File: src/rtl/kplk_pkg.sv
// Package with the codes, payload types and helper functions of the keypad lock controller.
`timescale 1ns / 1ps
`default_nettype none
package kplk_pkg;

  localparam int PIN_DIGITS_DEF = 8;

  localparam int KIND_W   = 3;
  localparam int ACTOR_W  = 3;
  localparam int STATE_W  = 3;
  localparam int DIGITS_W = 32;
  localparam int LEN_W    = 4;
  localparam int OUTC_W   = 3;
  localparam int ELAPSED_W = 24;
  localparam int FAIL_W   = 4;
  localparam int CFG_IDX_W = 3;
  localparam int CFG_DATA_W = 24;

  // Event kinds.
  localparam logic [KIND_W-1:0] KIND_TICK     = 3'd0;
  localparam logic [KIND_W-1:0] KIND_ACTIVITY = 3'd1;
  localparam logic [KIND_W-1:0] KIND_UNLOCK   = 3'd2;
  localparam logic [KIND_W-1:0] KIND_CHANGE   = 3'd3;
  localparam logic [KIND_W-1:0] KIND_LOCK     = 3'd4;

  // Lock states.
  localparam logic [STATE_W-1:0] ST_IDLE     = 3'd0;
  localparam logic [STATE_W-1:0] ST_UNLOCKED = 3'd1;
  localparam logic [STATE_W-1:0] ST_ENTERING = 3'd2;
  localparam logic [STATE_W-1:0] ST_CHANGING = 3'd3;
  localparam logic [STATE_W-1:0] ST_BLOCKED  = 3'd4;

  // Outcome codes.
  localparam logic [OUTC_W-1:0] OC_SUCCESS = 3'd0;
  localparam logic [OUTC_W-1:0] OC_DENIED  = 3'd1;
  localparam logic [OUTC_W-1:0] OC_ALREADY = 3'd2;
  localparam logic [OUTC_W-1:0] OC_WRONG   = 3'd3;
  localparam logic [OUTC_W-1:0] OC_ERROR   = 3'd4;
  localparam logic [OUTC_W-1:0] OC_NONE    = 3'd5;

  localparam logic [ACTOR_W-1:0] ACTOR_SYSTEM = 3'd0;

  // Configuration register indexes.
  localparam logic [CFG_IDX_W-1:0] REG_UNLOCK_TIME  = 3'd0;
  localparam logic [CFG_IDX_W-1:0] REG_BLOCK_TIME   = 3'd1;
  localparam logic [CFG_IDX_W-1:0] REG_IDLE_TIMEOUT = 3'd2;
  localparam logic [CFG_IDX_W-1:0] REG_MAX_FAILURES = 3'd3;

  localparam logic [15:0]          UNLOCK_TIME_RST  = 16'd5000;
  localparam logic [23:0]          BLOCK_TIME_RST   = 24'd30000;
  localparam logic [15:0]          IDLE_TIMEOUT_RST = 16'd10000;
  localparam logic [FAIL_W-1:0]    MAX_FAIL_RST     = 4'd3;
  localparam logic [DIGITS_W-1:0]  PIN_RST          = 32'h0000_1234;
  localparam logic [LEN_W-1:0]     PIN_LEN_RST      = 4'd4;
  localparam logic [LEN_W-1:0]     PIN_LEN_MIN      = 4'd4;
  localparam logic [ELAPSED_W-1:0] ELAPSED_MAX      = '1;
  localparam logic [FAIL_W-1:0]    FAIL_MAX         = '1;

  typedef struct packed {
    logic [KIND_W-1:0]   kind;
    logic [ACTOR_W-1:0]  actor;
    logic [STATE_W-1:0]  target_state;
    logic [DIGITS_W-1:0] pin_digits;
    logic [LEN_W-1:0]    pin_len;
    logic [DIGITS_W-1:0] old_digits;
    logic [LEN_W-1:0]    old_len;
  } in_item_t;

  typedef struct packed {
    logic [OUTC_W-1:0]    outcome;
    logic [STATE_W-1:0]   state_now;
    logic [ACTOR_W-1:0]   source_now;
    logic [ELAPSED_W-1:0] block_left_ms;
    logic                 open_pulse;
    logic                 close_pulse;
  } out_item_t;

  typedef struct packed {
    logic [15:0]       unlock_time_ms;
    logic [23:0]       block_time_ms;
    logic [15:0]       idle_timeout_ms;
    logic [FAIL_W-1:0] max_failures;
  } kplk_cfg_t;

  // Control state of the lock, without the stored PIN.
  typedef struct packed {
    logic [STATE_W-1:0]   lock_state;
    logic [ACTOR_W-1:0]   last_actor;
    logic [FAIL_W-1:0]    failed_count;
    logic [ELAPSED_W-1:0] elapsed_ms;
  } kplk_ctrl_t;

  // Mask that keeps the low len nibbles of a PIN word.
  function automatic logic [DIGITS_W-1:0] nibble_mask(input logic [LEN_W-1:0] len);
    logic [DIGITS_W-1:0] m;
    m = '0;
    for (int i = 0; i < DIGITS_W / 4; i++) begin
      if (LEN_W'(i) < len) begin
        m[4*i +: 4] = 4'hF;
      end
    end
    return m;
  endfunction

endpackage
`default_nettype wire

File: src/rtl/keypad_lock_controller_unit.sv
// Top level of the keypad lock controller with lockout.
//
//   channel | direction | handshake          | payload
//   --------+-----------+--------------------+----------------------------
//   in_     | input     | in_valid/in_stall  | in_data  (in_item_t)
//   out_    | output    | out_valid/out_stall| out_data (out_item_t)
//   cfg_    | input     | cfg_we             | cfg_index, cfg_wdata
//
// One event is taken per clock cycle while in_stall is low. An accepted event
// is held in the input register, the step logic then updates the lock state
// and loads the result register, so each result passes through the input
// register and then the result register before it is on out_data.
// The combinational state update between the two registers sets the rate.
// Reset (rst_n low at a clock edge) empties both registers, restores the
// stored PIN, the counters and the configuration to their defaults.
// When out_stall holds the result register, the input register keeps one more
// event and in_stall rises only once both are occupied.
`timescale 1ns / 1ps
`default_nettype none
module keypad_lock_controller_unit #(
  parameter int PIN_DIGITS = kplk_pkg::PIN_DIGITS_DEF
) (
  input  wire logic                             clk,
  input  wire logic                             rst_n,
  input  wire logic                             in_valid,
  output logic                                  in_stall,
  input  wire kplk_pkg::in_item_t               in_data,
  output logic                                  out_valid,
  input  wire logic                             out_stall,
  output kplk_pkg::out_item_t                   out_data,
  input  wire logic                             cfg_we,
  input  wire logic [kplk_pkg::CFG_IDX_W-1:0]   cfg_index,
  input  wire logic [kplk_pkg::CFG_DATA_W-1:0]  cfg_wdata
);
  import kplk_pkg::*;

  localparam int USABLE_DIGITS = (PIN_DIGITS < 8) ? PIN_DIGITS : 8;
  localparam int PIN_W = 4 * USABLE_DIGITS;

  // Pipeline registers.
  logic       in_valid_r;
  in_item_t   in_item_r;
  logic       out_valid_r;
  out_item_t  out_item_r;

  // Lock state and configuration.
  kplk_cfg_t        cfg_r;
  kplk_ctrl_t       ctrl_r;
  kplk_ctrl_t       ctrl_nxt;
  logic [PIN_W-1:0] pin_r;
  logic [PIN_W-1:0] pin_nxt;
  logic [LEN_W-1:0] pin_len_r;
  logic [LEN_W-1:0] pin_len_nxt;
  out_item_t        result;

  logic pipe_move;
  logic in_xfer;

  // The result register can take a new value when it is empty or its
  // content is being transferred out in this cycle.
  assign pipe_move = !out_valid_r || !out_stall;
  assign in_stall  = in_valid_r && !pipe_move;
  assign in_xfer   = in_valid && !in_stall;

  kplk_step #(.PIN_DIGITS(PIN_DIGITS)) u_step (
    .cfg        (cfg_r),
    .item       (in_item_r),
    .cur        (ctrl_r),
    .cur_pin    (pin_r),
    .cur_pin_len(pin_len_r),
    .nxt        (ctrl_nxt),
    .nxt_pin    (pin_nxt),
    .nxt_pin_len(pin_len_nxt),
    .result     (result)
  );

  always_ff @(posedge clk) begin
    if (!rst_n) begin
      in_valid_r          <= 1'b0;
      out_valid_r         <= 1'b0;
      ctrl_r.lock_state   <= ST_IDLE;
      ctrl_r.last_actor   <= ACTOR_SYSTEM;
      ctrl_r.failed_count <= '0;
      ctrl_r.elapsed_ms   <= '0;
      pin_r               <= PIN_RST[PIN_W-1:0];
      pin_len_r           <= PIN_LEN_RST;
      cfg_r.unlock_time_ms  <= UNLOCK_TIME_RST;
      cfg_r.block_time_ms   <= BLOCK_TIME_RST;
      cfg_r.idle_timeout_ms <= IDLE_TIMEOUT_RST;
      cfg_r.max_failures    <= MAX_FAIL_RST;
    end else begin
      if (!in_stall) begin
        in_valid_r <= in_valid;
      end
      if (pipe_move) begin
        out_valid_r <= in_valid_r;
        // The state moves on only when an event leaves the input register.
        if (in_valid_r) begin
          ctrl_r    <= ctrl_nxt;
          pin_r     <= pin_nxt;
          pin_len_r <= pin_len_nxt;
        end
      end
      if (cfg_we) begin
        unique case (cfg_index)
          REG_UNLOCK_TIME:  cfg_r.unlock_time_ms  <= cfg_wdata[15:0];
          REG_BLOCK_TIME:   cfg_r.block_time_ms   <= cfg_wdata[23:0];
          REG_IDLE_TIMEOUT: cfg_r.idle_timeout_ms <= cfg_wdata[15:0];
          REG_MAX_FAILURES: cfg_r.max_failures    <= cfg_wdata[FAIL_W-1:0];
          default: begin
          end
        endcase
      end
    end
  end

  // Payload registers carry no reset.
  always_ff @(posedge clk) begin
    if (in_xfer) begin
      in_item_r <= in_data;
    end
    if (pipe_move && in_valid_r) begin
      out_item_r <= result;
    end
  end

  assign out_valid = out_valid_r;
  assign out_data  = out_item_r;

endmodule
`default_nettype wire

File: src/rtl/kplk_pin_match.sv
// Comparator of an offered PIN against the stored PIN.
`timescale 1ns / 1ps
`default_nettype none
module kplk_pin_match #(
  parameter int PIN_DIGITS = kplk_pkg::PIN_DIGITS_DEF
) (
  input  wire logic [kplk_pkg::DIGITS_W-1:0]                        digits,
  input  wire logic [kplk_pkg::LEN_W-1:0]                           len,
  input  wire logic [4*((PIN_DIGITS < 8) ? PIN_DIGITS : 8)-1:0]     stored_pin,
  input  wire logic [kplk_pkg::LEN_W-1:0]                           stored_len,
  output logic                                                      match
);
  import kplk_pkg::*;

  localparam int USABLE_DIGITS = (PIN_DIGITS < 8) ? PIN_DIGITS : 8;
  localparam int PIN_W = 4 * USABLE_DIGITS;

  logic [DIGITS_W-1:0] full_mask;
  logic [PIN_W-1:0]    mask;

  assign full_mask = nibble_mask(len);
  assign mask      = full_mask[PIN_W-1:0];

  // Lengths beyond the usable digit count never match.
  assign match = (len <= LEN_W'(USABLE_DIGITS)) && (len == stored_len) &&
                 ((digits[PIN_W-1:0] & mask) == (stored_pin & mask));

endmodule
`default_nettype wire

File: src/rtl/kplk_step.sv
// Next-state and result logic for one lock event.
`timescale 1ns / 1ps
`default_nettype none
module kplk_step #(
  parameter int PIN_DIGITS = kplk_pkg::PIN_DIGITS_DEF
) (
  input  wire kplk_pkg::kplk_cfg_t                            cfg,
  input  wire kplk_pkg::in_item_t                             item,
  input  wire kplk_pkg::kplk_ctrl_t                           cur,
  input  wire logic [4*((PIN_DIGITS < 8) ? PIN_DIGITS : 8)-1:0] cur_pin,
  input  wire logic [kplk_pkg::LEN_W-1:0]                     cur_pin_len,
  output kplk_pkg::kplk_ctrl_t                                nxt,
  output logic [4*((PIN_DIGITS < 8) ? PIN_DIGITS : 8)-1:0]    nxt_pin,
  output logic [kplk_pkg::LEN_W-1:0]                          nxt_pin_len,
  output kplk_pkg::out_item_t                                 result
);
  import kplk_pkg::*;

  localparam int USABLE_DIGITS = (PIN_DIGITS < 8) ? PIN_DIGITS : 8;
  localparam int PIN_W = 4 * USABLE_DIGITS;

  logic                 new_match;
  logic                 old_match;
  logic [ELAPSED_W-1:0] el_inc;
  logic [FAIL_W-1:0]    fail_inc;
  logic                 fail_block;
  logic [DIGITS_W-1:0]  new_mask;
  logic [OUTC_W-1:0]    outcome;
  logic                 open_p;
  logic                 close_p;

  kplk_pin_match #(.PIN_DIGITS(PIN_DIGITS)) u_new_match (
    .digits    (item.pin_digits),
    .len       (item.pin_len),
    .stored_pin(cur_pin),
    .stored_len(cur_pin_len),
    .match     (new_match)
  );

  kplk_pin_match #(.PIN_DIGITS(PIN_DIGITS)) u_old_match (
    .digits    (item.old_digits),
    .len       (item.old_len),
    .stored_pin(cur_pin),
    .stored_len(cur_pin_len),
    .match     (old_match)
  );

  assign el_inc     = (cur.elapsed_ms != ELAPSED_MAX) ? cur.elapsed_ms + 1'b1 : cur.elapsed_ms;
  assign fail_inc   = (cur.failed_count != FAIL_MAX) ? cur.failed_count + 1'b1 : cur.failed_count;
  assign fail_block = (fail_inc >= cfg.max_failures);
  assign new_mask   = nibble_mask(item.pin_len);

  always_comb begin
    nxt         = cur;
    nxt_pin     = cur_pin;
    nxt_pin_len = cur_pin_len;
    outcome     = OC_ERROR;
    open_p      = 1'b0;
    close_p     = 1'b0;

    unique case (item.kind)
      KIND_TICK: begin
        nxt.elapsed_ms = el_inc;
        outcome        = OC_NONE;
        if (cur.lock_state == ST_UNLOCKED && el_inc >= ELAPSED_W'(cfg.unlock_time_ms)) begin
          nxt.lock_state = ST_IDLE;
          nxt.last_actor = ACTOR_SYSTEM;
          close_p        = 1'b1;
          outcome        = OC_SUCCESS;
        end else if (cur.lock_state == ST_BLOCKED && el_inc >= cfg.block_time_ms) begin
          nxt.failed_count = '0;
          nxt.lock_state   = ST_IDLE;
          nxt.last_actor   = ACTOR_SYSTEM;
          outcome          = OC_SUCCESS;
        end else if ((cur.lock_state == ST_ENTERING || cur.lock_state == ST_CHANGING) &&
                     el_inc >= ELAPSED_W'(cfg.idle_timeout_ms)) begin
          nxt.lock_state = ST_IDLE;
          nxt.last_actor = ACTOR_SYSTEM;
          outcome        = OC_SUCCESS;
        end
      end
      KIND_ACTIVITY: begin
        if (cur.lock_state == ST_BLOCKED) begin
          outcome = OC_NONE;
        end else if (item.target_state > ST_BLOCKED) begin
          outcome = OC_ERROR;
        end else begin
          nxt.lock_state = item.target_state;
          nxt.last_actor = item.actor;
          nxt.elapsed_ms = '0;
          outcome        = OC_SUCCESS;
        end
      end
      KIND_UNLOCK: begin
        if (cur.lock_state == ST_BLOCKED) begin
          outcome = OC_DENIED;
        end else if (cur.lock_state == ST_UNLOCKED) begin
          outcome = OC_ALREADY;
        end else if (new_match) begin
          nxt.failed_count = '0;
          nxt.lock_state   = ST_UNLOCKED;
          nxt.last_actor   = item.actor;
          nxt.elapsed_ms   = '0;
          open_p           = 1'b1;
          outcome          = OC_SUCCESS;
        end else begin
          nxt.failed_count = fail_inc;
          nxt.last_actor   = item.actor;
          nxt.lock_state   = fail_block ? ST_BLOCKED : ST_IDLE;
          if (fail_block) begin
            nxt.elapsed_ms = '0;
          end
          outcome = OC_WRONG;
        end
      end
      KIND_CHANGE: begin
        if (cur.lock_state == ST_BLOCKED) begin
          outcome = OC_DENIED;
        end else if (!old_match) begin
          nxt.failed_count = fail_inc;
          nxt.last_actor   = item.actor;
          nxt.lock_state   = fail_block ? ST_BLOCKED : ST_IDLE;
          if (fail_block) begin
            nxt.elapsed_ms = '0;
          end
          outcome = OC_WRONG;
        end else if (item.pin_len < PIN_LEN_MIN || item.pin_len > LEN_W'(USABLE_DIGITS)) begin
          nxt.lock_state = ST_IDLE;
          outcome        = OC_ERROR;
        end else begin
          nxt_pin          = item.pin_digits[PIN_W-1:0] & new_mask[PIN_W-1:0];
          nxt_pin_len      = item.pin_len;
          nxt.failed_count = '0;
          nxt.lock_state   = ST_IDLE;
          nxt.last_actor   = item.actor;
          outcome          = OC_SUCCESS;
        end
      end
      KIND_LOCK: begin
        if (cur.lock_state == ST_IDLE) begin
          outcome = OC_ALREADY;
        end else begin
          nxt.lock_state = ST_IDLE;
          nxt.last_actor = item.actor;
          close_p        = 1'b1;
          outcome        = OC_SUCCESS;
        end
      end
      default: begin
        outcome = OC_ERROR;
      end
    endcase
  end

  always_comb begin
    result.outcome     = outcome;
    result.state_now   = nxt.lock_state;
    result.source_now  = nxt.last_actor;
    result.open_pulse  = open_p;
    result.close_pulse = close_p;
    if (nxt.lock_state == ST_BLOCKED && nxt.elapsed_ms < cfg.block_time_ms) begin
      result.block_left_ms = cfg.block_time_ms - nxt.elapsed_ms;
    end else begin
      result.block_left_ms = '0;
    end
  end

endmodule
`default_nettype wire

File: config.mk
export PLATFORM = sky130hd
export DESIGN_NAME = keypad_lock_controller_unit
export DESIGN_NICKNAME = d
export VERILOG_FILES = /design/src/rtl/kplk_pkg.sv /design/src/rtl/keypad_lock_controller_unit.sv /design/src/rtl/kplk_pin_match.sv /design/src/rtl/kplk_step.sv
export SDC_FILE = /design/constraint.sdc
export NUM_CORES = 1
export LEC_CHECK = 0
export BUFFER_PORTS_ARGS = -buffer_cell sky130_fd_sc_hd__buf_2
export CORE_MARGIN = 3
export CORE_UTILIZATION = 30
export CTS_BUF_LIST = sky130_fd_sc_hd__clkbuf_8 sky130_fd_sc_hd__clkbuf_16
export CTS_CLUSTER_DIAMETER = 150
export DETAILED_ROUTE_END_ITERATION = 7
export PLACE_DENSITY = 0.56
export SETUP_SLACK_MARGIN = 0.5
export SYNTH_ARGS = -nofsm -noshare
export SYNTH_HDL_FRONTEND = slang
export SYNTH_SLANG_ARGS = --single-unit
File: constraint.sdc
create_clock -name clk -period 5.8 [get_ports clk]
set_input_delay 1.16 -clock clk [delete_from_list [all_inputs] [get_ports clk]]
set_output_delay 1.16 -clock clk [all_outputs]
set_load 0.01 [all_outputs]
==> results of run 1 <==
[repair_timing]
action	4_1_cts	5_1_grt
pin swaps	3	23
setup buffers	3	12
resized for setup	4	58
setup endpoints to repair	24	33
[routing by layer]
layer	wire length [um]	track usage, %
met2	18600	27.0
met3	2080	2.80
met4	1040	4.23
met5	39	0
met1	17700	20.9
[cell families after synthesis]
kind of cell / count (synthesis) / synth area share (%)
simple gates: 541 / 18.5
compound gates: 357 / 16.6
flops: 248 / 44.6
buf+inv: 153 / 4.35
xor+xnor: 114 / 7.27
fa+ha+maj: 87 / 7.98
mux: 9 / 0.683
[layout make-up]
class / count / area [um^2] / share of cell area [%]
clock buffer: 29 / 726 / 4.34
timing repair buffer: 215 / 1280 / 7.67
sequential: 248 / 6130 / 36.7
inverter: 75 / 282 / 1.68
clock inverter: 25 / 201 / 1.20
multi-input combinational: 1108 / 7350 / 44.0
tap: 592 / 741 / 4.43
[worst max-delay path, cell delays in order, from the launching register on]
cell and delay (ns):
dfxtp_4 0.38, ha_4 0.15, nand3_4 0.11, mux2_4 0.35, ha_4 0.21, a21o_1 0.17, a21o_1 0.18, a21oi_4 0.18
o311ai_4 0.13, o211a_4 0.20, nand2b_4 0.08, nand2_2 0.05, o21ai_2 0.05, ha_2 0.21, inv_2 0.04, fa_2 0.38
a21oi_2 0.18, o211ai_1 0.14, o41ai_2 0.40, o211ai_1 0.20, and2_4 0.19, o41ai_4 0.37, o21bai_1 0.13, xnor2_1 0.15
nor4_2 0.21
[placed cells by master, fill, tap and decap left out, types with 9 or more instances in the layout]
| cell type | count |
|---|---|
| dfxtp_1 | 129 |
| o2bb2ai_1 | 9 |
| nor3_1 | 23 |
| o21ai_0 | 55 |
| edfxtp_1 | 116 |
| buf_2 | 149 |
| nor4_1 | 24 |
| ha_1 | 83 |
| buf_4 | 62 |
| a21oi_1 | 136 |
| clkbuf_16 | 29 |
| o211ai_1 | 26 |
| nand3_1 | 47 |
| a31oi_1 | 12 |
| nand4_1 | 23 |
| or3_1 | 11 |
| nand2b_1 | 11 |
| o22ai_1 | 9 |
| a21o_1 | 19 |
| nor2_1 | 93 |
| inv_1 | 80 |
| xor2_1 | 34 |
| nand2_1 | 240 |
| o21a_1 | 10 |
| xnor2_1 | 76 |
[power by group through the flow]
| stage | combinational (mW) | sequential, mW | clock, mW |
|---|---|---|---|
| after floorplan | 0.261 | 1.97 | 0 |
| after global placement | 0.411 | 1.98 | 0 |
| after detailed placement | 0.415 | 1.98 | 0 |
| after CTS | 0.422 | 1.94 | 1.84 |
| after global routing | 0.491 | 1.95 | 1.91 |
| final | 0.444 | 1.94 | 1.79 |
[state kept, by name, indices dropped and copies added, names as in the netlist]
signal	flops
in_item_r	81
cfg_r	60
out_data	35
ctrl_r	34
pin_r	32
pin_len_r	4
in_valid_r	1
out_valid	1
[stage by stage]
stage	cell area, um^2	utilization, %	power (mW)
2_1_floorplan	13800	-	2.23
3_3_place_gp	15400	34.4	2.39
3_5_place_dp	15400	34.4	2.39
4_1_cts	16300	36.5	4.20
5_1_grt	16700	37.4	4.35
6_report	16700	37.4	4.17
[worst min-delay path by stage]
stage	endpoint	slack [ns]	cells after the start
floorplan	cfg_r[10]$_SDFFE_PN0P_	0.44	2
global placement	cfg_r[19]$_SDFFE_PN0P_	0.45	2
detailed placement	cfg_r[6]$_SDFFE_PN0P_	0.45	2
CTS	cfg_r[6]$_SDFFE_PN0P_	0.46	2
global route	cfg_r[50]$_SDFFE_PN0P_	0.47	2
finish	cfg_r[48]$_SDFFE_PN0P_	0.45	2
==> metrics.md, run 1 <==
| Metric | Value |
|---|---|
| Final slew viol count | `0` |
| Biggest area consumer among synthesized cells | `edfxtp_1` |
| Reg2Reg Setup Slack | `0.79 ns` |
| Slew HR | `47.0%` |
| CTS Hold Buffers Added | `0` |
| Sw frac | `25.2%` |
| Min Hold Slack | `0.455 ns` |
| Total die area | `48400 um^2` |
| CTS sink count | `248` |
| Clock power share | `42.8%` |
| Pwr Density | `249 nW/um^2` |
| Setup crit start kind | `flip-flop` |
| Worst Path Required | `6.20 ns` |
| Sequential share of the synthesized area | `44.6%` |
| # placed instances | `2223` |
| Crit path DAT | `5.42 ns` |
| Int Pwr | `3.12 mW` |
| Yosys reg bits | `248` |
| First-pass DRT Iterations | `6` |
| Drt via density | `5.03` |
| Drt wl/cell | `17.2 um` |
| Post-synth EDFFs | `116` |
| Fraction of registers with async set/reset | `0%` |
| Worst skew pair latency | `0.57 ns` |
| Syn Inst Count | `1509` |
| Max-Cap Viols | `0` |
| First-pass GRT wire length | `61300 um` |
| Starting Density | `30.7%` |
| Synthesized cell area | `13700 um^2` |
| Hold Crit Start | `cfg_r[48]$_SDFFE_PN0P_` |
| Sum Neg Setup Slack | `0 ns` |
| Synth cell count leaders | `nand2_1 (242), a21oi_1 (140), dfxtp_1 (132)` |
| Actual slew at the worst max-slew pin | `0.793 ns` |
| Vias in the first global route | `11073` |
| Nature of the critical path endpoint | `flip-flop` |
| Critical Path Source | `ctrl_r[24]$_SDFFE_PN0P_` |
| Setup crit end | `out_data[22]$_SDFFCE_PN0P_` |
| Die width | `220 um` |
| Top cells by area, synth | `edfxtp_1 (25%), dfxtp_1 (19%), ha_1 (7.8%)` |
| Initial detailed-routing violation count | `905` |
| Final period util | `86.5%` |
| RR Startpoint | `ctrl_r[24]$_SDFFE_PN0P_` |
| Fill cells | `4596` |
| Syn_nets | `1709` |
| All-Layer GR Usage | `15.9%` |
| Count leader, synth | `nand2_1` |
| Core ar. | `44700 um^2` |
| Final Critical Period | `5.01 ns` |
| Hold crit path type | `flip-flop to flip-flop` |
| GP Congestion | `0.916` |
| Area Growth Syn to Fin | `21.6%` |
| Post-layout instance count excluding filler cells | `2292` |
| Post-route ant nets | `0` |
| IO Pins | `150` |
| TritonCTS Buffers | `29` |
| Worst-path clk slew | `0.06 ns` |
| Pin count of the biggest net entering global routing | `58` |
| Final setup violation count | `0` |
| Share of power burned in registers | `46.5%` |
| Initial antenna violation count | `3` |
| CP max FO | `5` |
| Via count | `11532` |
| Clock buffer depth | `3` |
| Dpl hpwl | `28900 um` |
| RSZ-0062 raised after global routing | `false` |
| Combinational Power Share | `10.6%` |
| Site Rows | `77` |
| N_diodes | `0` |
| Critical path type | `flip-flop to flip-flop` |
| Input/output buffers | `149` |
| Post-synthesis cell type count | `79` |
| Status | `complete, no violations` |
| R2r endpoint | `out_data[22]$_SDFFCE_PN0P_` |
| Top_reg_cell synth | `dfxtp_1` |
| Layout cells sized above 1 | `19.2%` |
| Clock skew after layout | `0.0203 ns` |
| Leak pwr | `6.57 nW` |
| WL final | `39500 um` |
| Root buffer cell | `clkbuf_16` |
| Final net count | `1877` |
| Synth Warn # | `0` |
| Syn Area/Cell | `9.11 um^2` |
| Worst Reg-to-Reg Cells | `24` |
| Grt ovf | `0` |
| Final setup margin | `0.785 ns` |
| TritonCTS clock tree | `done` |
| DRC viols | `0` |
| Worst vdd ir | `0.223 mV` |
| Die Span Y | `220 um` |
| Final Hold Viols | `0` |
| Top-area cell type share of the netlist area | `25.3%` |
| Sw Pwr | `1.05 mW` |
| H-tree depth | `1` |
| Setup WS pre-CTS | `0.0813 ns` |
| Max Fclk | `199 MHz` |
Note: power is estimated with default switching activity, not from simulation.
==> run 2: changes to the inputs <==
==> constraint.sdc (replaced) <==
create_clock -name clk -period 5.8 [get_ports clk]
set_input_delay 0.58 -clock clk [delete_from_list [all_inputs] [get_ports clk]]
set_output_delay 0.58 -clock clk [all_outputs]
set_load 0.01 [all_outputs]
==> run 2 against run 1 <==
Compared with the run above: final area hardly changed; first-iteration DRC count shrank 1.9%; critical path depth down 1; critical endpoint is now out_data[16]$_SDFFCE_PN0P_; register-to-register slack got worse by 0.14 ns; highest routed layer unchanged; cell count fell by 0.17%; combinational power is 2% lower; worst setup slack worse by 0.14 ns; clock-buffer cell count is 4 higher.
==> metrics.md, run 2 (synthesis gave the netlist of run 1 again) <==
| Metric | Value |
|---|---|
| Final setup violation count | `0 (unchanged)` |
| GP Congestion | `0.954 (was 0.916)` |
| Actual slew at the worst max-slew pin | `1.36 ns (was 0.793 ns)` |
| RSZ-0062 raised after global routing | `false (unchanged)` |
| RR Startpoint | `ctrl_r[1]$_SDFFE_PN0P_ (was ctrl_r[24]$_SDFFE_PN0P_)` |
| Worst-path clk slew | `0.06 ns (about the same)` |
| R2r endpoint | `out_data[16]$_SDFFCE_PN0P_ (was out_data[22]$_SDFFCE_PN0P_)` |
| TritonCTS Buffers | `30 (was 29)` |
| Starting Density | `30.7% (unchanged)` |
| Vias in the first global route | `10824 (was 11073)` |
| Final Hold Viols | `0 (unchanged)` |
| Clock power share | `45.7% (was 42.8%)` |
| Worst Path Buf+Inv | `4 (was 1)` |
| Pwr Density | `262 nW/um^2 (was 249 nW/um^2)` |
| Largest stage delay, worst path | `0.46 ns (was 0.40 ns)` |
| Clock buffer depth | `3 (unchanged)` |
| Crit-path slowest cell | `nor4_1 (was o41ai_2)` |
| H-tree depth | `1 (unchanged)` |
| Via count | `11576 (was 11532)` |
| CTS Hold Buffers Added | `0 (unchanged)` |
| Fill cells | `4488 (was 4596)` |
| Grt ovf | `0 (unchanged)` |
| Share of power burned in registers | `44.4% (was 46.5%)` |
| Most common cell after layout, fill and taps aside | `nand2_1 (unchanged)` |
| IO Pins | `150 (unchanged)` |
| Pin count of the biggest net entering global routing | `61 (was 58)` |
| Largest register FFs | `81 (unchanged)` |
| Status | `complete, no violations (unchanged)` |
| Sw Pwr | `1.08 mW (was 1.05 mW)` |
| Worst Reg-to-Reg Cells | `23 (was 24)` |
| Most frequent cells in the layout | `nand2_1 (241), buf_2 (149), a21oi_1 (135) (was nand2_1 (240), buf_2 (149), a21oi_1 (136))` |
| Worst Path Required | `6.20 ns (about the same)` |
| Initial detailed-routing violation count | `888 (was 905)` |
| CP most frequent cell | `buf_4` |
| First-pass DRT Iterations | `5 (was 6)` |
| Combinational Power Share | `10.0% (was 10.6%)` |
| Total die area | `48400 um^2 (unchanged)` |
| Final period util | `88.9% (was 86.5%)` |
| First-pass GRT wire length | `61100 um (was 61300 um)` |
| Largest Register | `in_item_r (unchanged)` |
| Input/output buffers | `149 (unchanged)` |
| Site Rows | `77 (unchanged)` |
| Worst skew pair latency | `0.58 ns (was 0.57 ns)` |
| Final Critical Period | `5.15 ns (was 5.01 ns)` |
| Root buffer cell | `clkbuf_16 (unchanged)` |
| Post-layout instance count excluding filler cells | `2288 (was 2292)` |
| Worst vdd ir | `0.230 mV (was 0.223 mV)` |
| Final slew viol count | `0 (unchanged)` |
| Int Pwr | `3.29 mW (was 3.12 mW)` |
| WL final | `39700 um (was 39500 um)` |
| Dpl hpwl | `29100 um (was 28900 um)` |
| Sum Neg Setup Slack | `0 ns (unchanged)` |
| Nature of the critical path endpoint | `flip-flop (unchanged)` |
| All-Layer GR Usage | `15.9% (about the same)` |
| Post-route ant nets | `0 (unchanged)` |
| Final net count | `1872 (was 1877)` |
| Top Family by Delay on Critical Path | `compound AO/OA/AOI/OAI gates (unchanged)` |
| Clock skew after layout | `0.0134 ns (was 0.0203 ns)` |
| # placed instances | `2218 (was 2223)` |
| Crit path DAT | `5.56 ns (was 5.42 ns)` |
| Layout cells sized above 1 | `18.8% (was 19.2%)` |
| Hold path depth | `1 (was 2)` |
| Area Growth Syn to Fin | `21.6% (about the same)` |
| WHS Endpoint | `in_item_r[58]$_DFFE_PP_ (was cfg_r[48]$_SDFFE_PN0P_)` |
| TritonCTS clock tree | `done (unchanged)` |
| Drt via density | `5.06 (was 5.03)` |
| Slew HR | `9.02% (was 47.0%)` |
| Worst path cell trace | `ha_1 -> nand4_2 -> nor4_1 -> nand2_2 -> nand2b_2 -> nor2_1 -> xor2_1 -> buf_4 -> a21oi_2 -> nor2_1 -> o21ai_0 -> ha_1 -> nand3_1 -> o211ai_1 -> o41ai_2 -> buf_4 -> buf_4 -> buf_4 -> o221ai_1 -> a21oi_2 -> o21ai_0 -> xor2_1 -> nor4b_4 (was ha_4 -> nand3_4 -> mux2_4 -> ha_4 -> a21o_1 -> a21o_1 -> a21oi_4 -> o311ai_4 -> o211a_4 -> nand2b_4 -> nand2_2 -> o21ai_2 -> ha_2 -> inv_2 -> fa_2 -> a21oi_2 -> o211ai_1 -> o41ai_2 -> o211ai_1 -> and2_4 -> o41ai_4 -> o21bai_1 -> xnor2_1 -> nor4_2)` |
| Die Span Y | `220 um (unchanged)` |
| DRC viols | `0 (unchanged)` |
| CTS sink count | `248 (unchanged)` |
| Hold crit path type | `input pin to flip-flop (was flip-flop to flip-flop)` |
| CP max FO | `6 (was 5)` |
| Setup crit start kind | `flip-flop (unchanged)` |
| Critical path type | `flip-flop to flip-flop (unchanged)` |
| Max Fclk | `194 MHz (was 199 MHz)` |
| Drt wl/cell | `17.4 um (was 17.2 um)` |
| Leak pwr | `6.59 nW (was 6.57 nW)` |
| Reg2Reg Setup Slack | `0.65 ns (was 0.79 ns)` |
| Die width | `220 um (unchanged)` |
| Critical Path Source | `ctrl_r[1]$_SDFFE_PN0P_ (was ctrl_r[24]$_SDFFE_PN0P_)` |
| Max-Cap Viols | `0 (unchanged)` |
| Initial antenna violation count | `3 (unchanged)` |
| N_diodes | `0 (unchanged)` |
| Core ar. | `44700 um^2 (unchanged)` |
| Hold Crit Start | `in_data[58] (was cfg_r[48]$_SDFFE_PN0P_)` |
| Sw frac | `24.8% (was 25.2%)` |
run 2: changes by cell type in the layout (fill, tap and decap cells not counted), sizes merged:
cell / before / now
inv: 85 / 77
clkinv: 10 / 16
clkbuf: 29 / 34
bufinv: 3 / 5
clkinvlp: 2 / 0
buf: 215 / 208
run 2: how the worst max path moves through the flow:
stage	to	slack (ns)	cells past startpoint
6_report	out_data[16]$_SDFFCE_PN0P_	0.65	23
5_1_grt	out_data[16]$_SDFFCE_PN0P_	0.41	23
4_1_cts	out_data[16]$_SDFFCE_PN0P_	0.51	23
3_5_place_dp	out_data[23]$_SDFFCE_PN0P_	0.1	21
3_3_place_gp	out_data[23]$_SDFFCE_PN0P_	0.28	22
2_1_floorplan	out_data[22]$_SDFFCE_PN0P_	0.51	26
run 2: layout make-up:
cell class	instances	area (um^2)	share of cell area, %
clock buffers	33	803	4.81
clock inverters	23	254	1.52
inverters	75	282	1.68
multi-input cells	1108	7250	43.4
flip-flops and latches	248	6130	36.7
well taps	592	741	4.43
repair buffers	209	1250	7.48
run 2: through the flow:
stage	instance area, um^2	setup WS, ns	utilization [%]	power, mW	hold WS, ns
2_1_floorplan	13800	0.507	-	2.23	0.436
3_3_place_gp	15300	0.278	34.3	2.39	0.445
3_5_place_dp	15300	0.0999	34.3	2.39	0.448
4_1_cts	16400	0.509	36.8	4.41	0.140
5_1_grt	16700	0.414	37.4	4.55	0.149
6_report	16700	0.646	37.4	4.38	0.177
run 2: routing by layer:
layer / track usage, % / part of all wire, % / routed length (um)
met5: 0 / 0.071 / 28
met4: 5.15 / 3.3 / 1320
met3: 2.77 / 5.6 / 2230
met2: 26.4 / 47 / 18500
met1: 21.1 / 44 / 17600
run 2: power groups by stage:
stage          logic (mW)  clock network (mW)  registers [mW]
2_1_floorplan       0.260                   0            1.97
3_3_place_gp        0.406                   0            1.98
3_5_place_dp        0.410                   0            1.98
4_1_cts             0.417                2.05            1.94
5_1_grt             0.485                2.12            1.95
6_report            0.436                2.00            1.94
run 2: repair_timing:
| item | 4_1_cts | 5_1_grt |
|---|---|---|
| setup endpoints to repair | 24 | 34 |
| gates cloned | 0 | 2 |
| pin swaps | 3 | 14 |
| setup buffers | 3 | 9 |
| gates resized for setup | 6 | 42 |
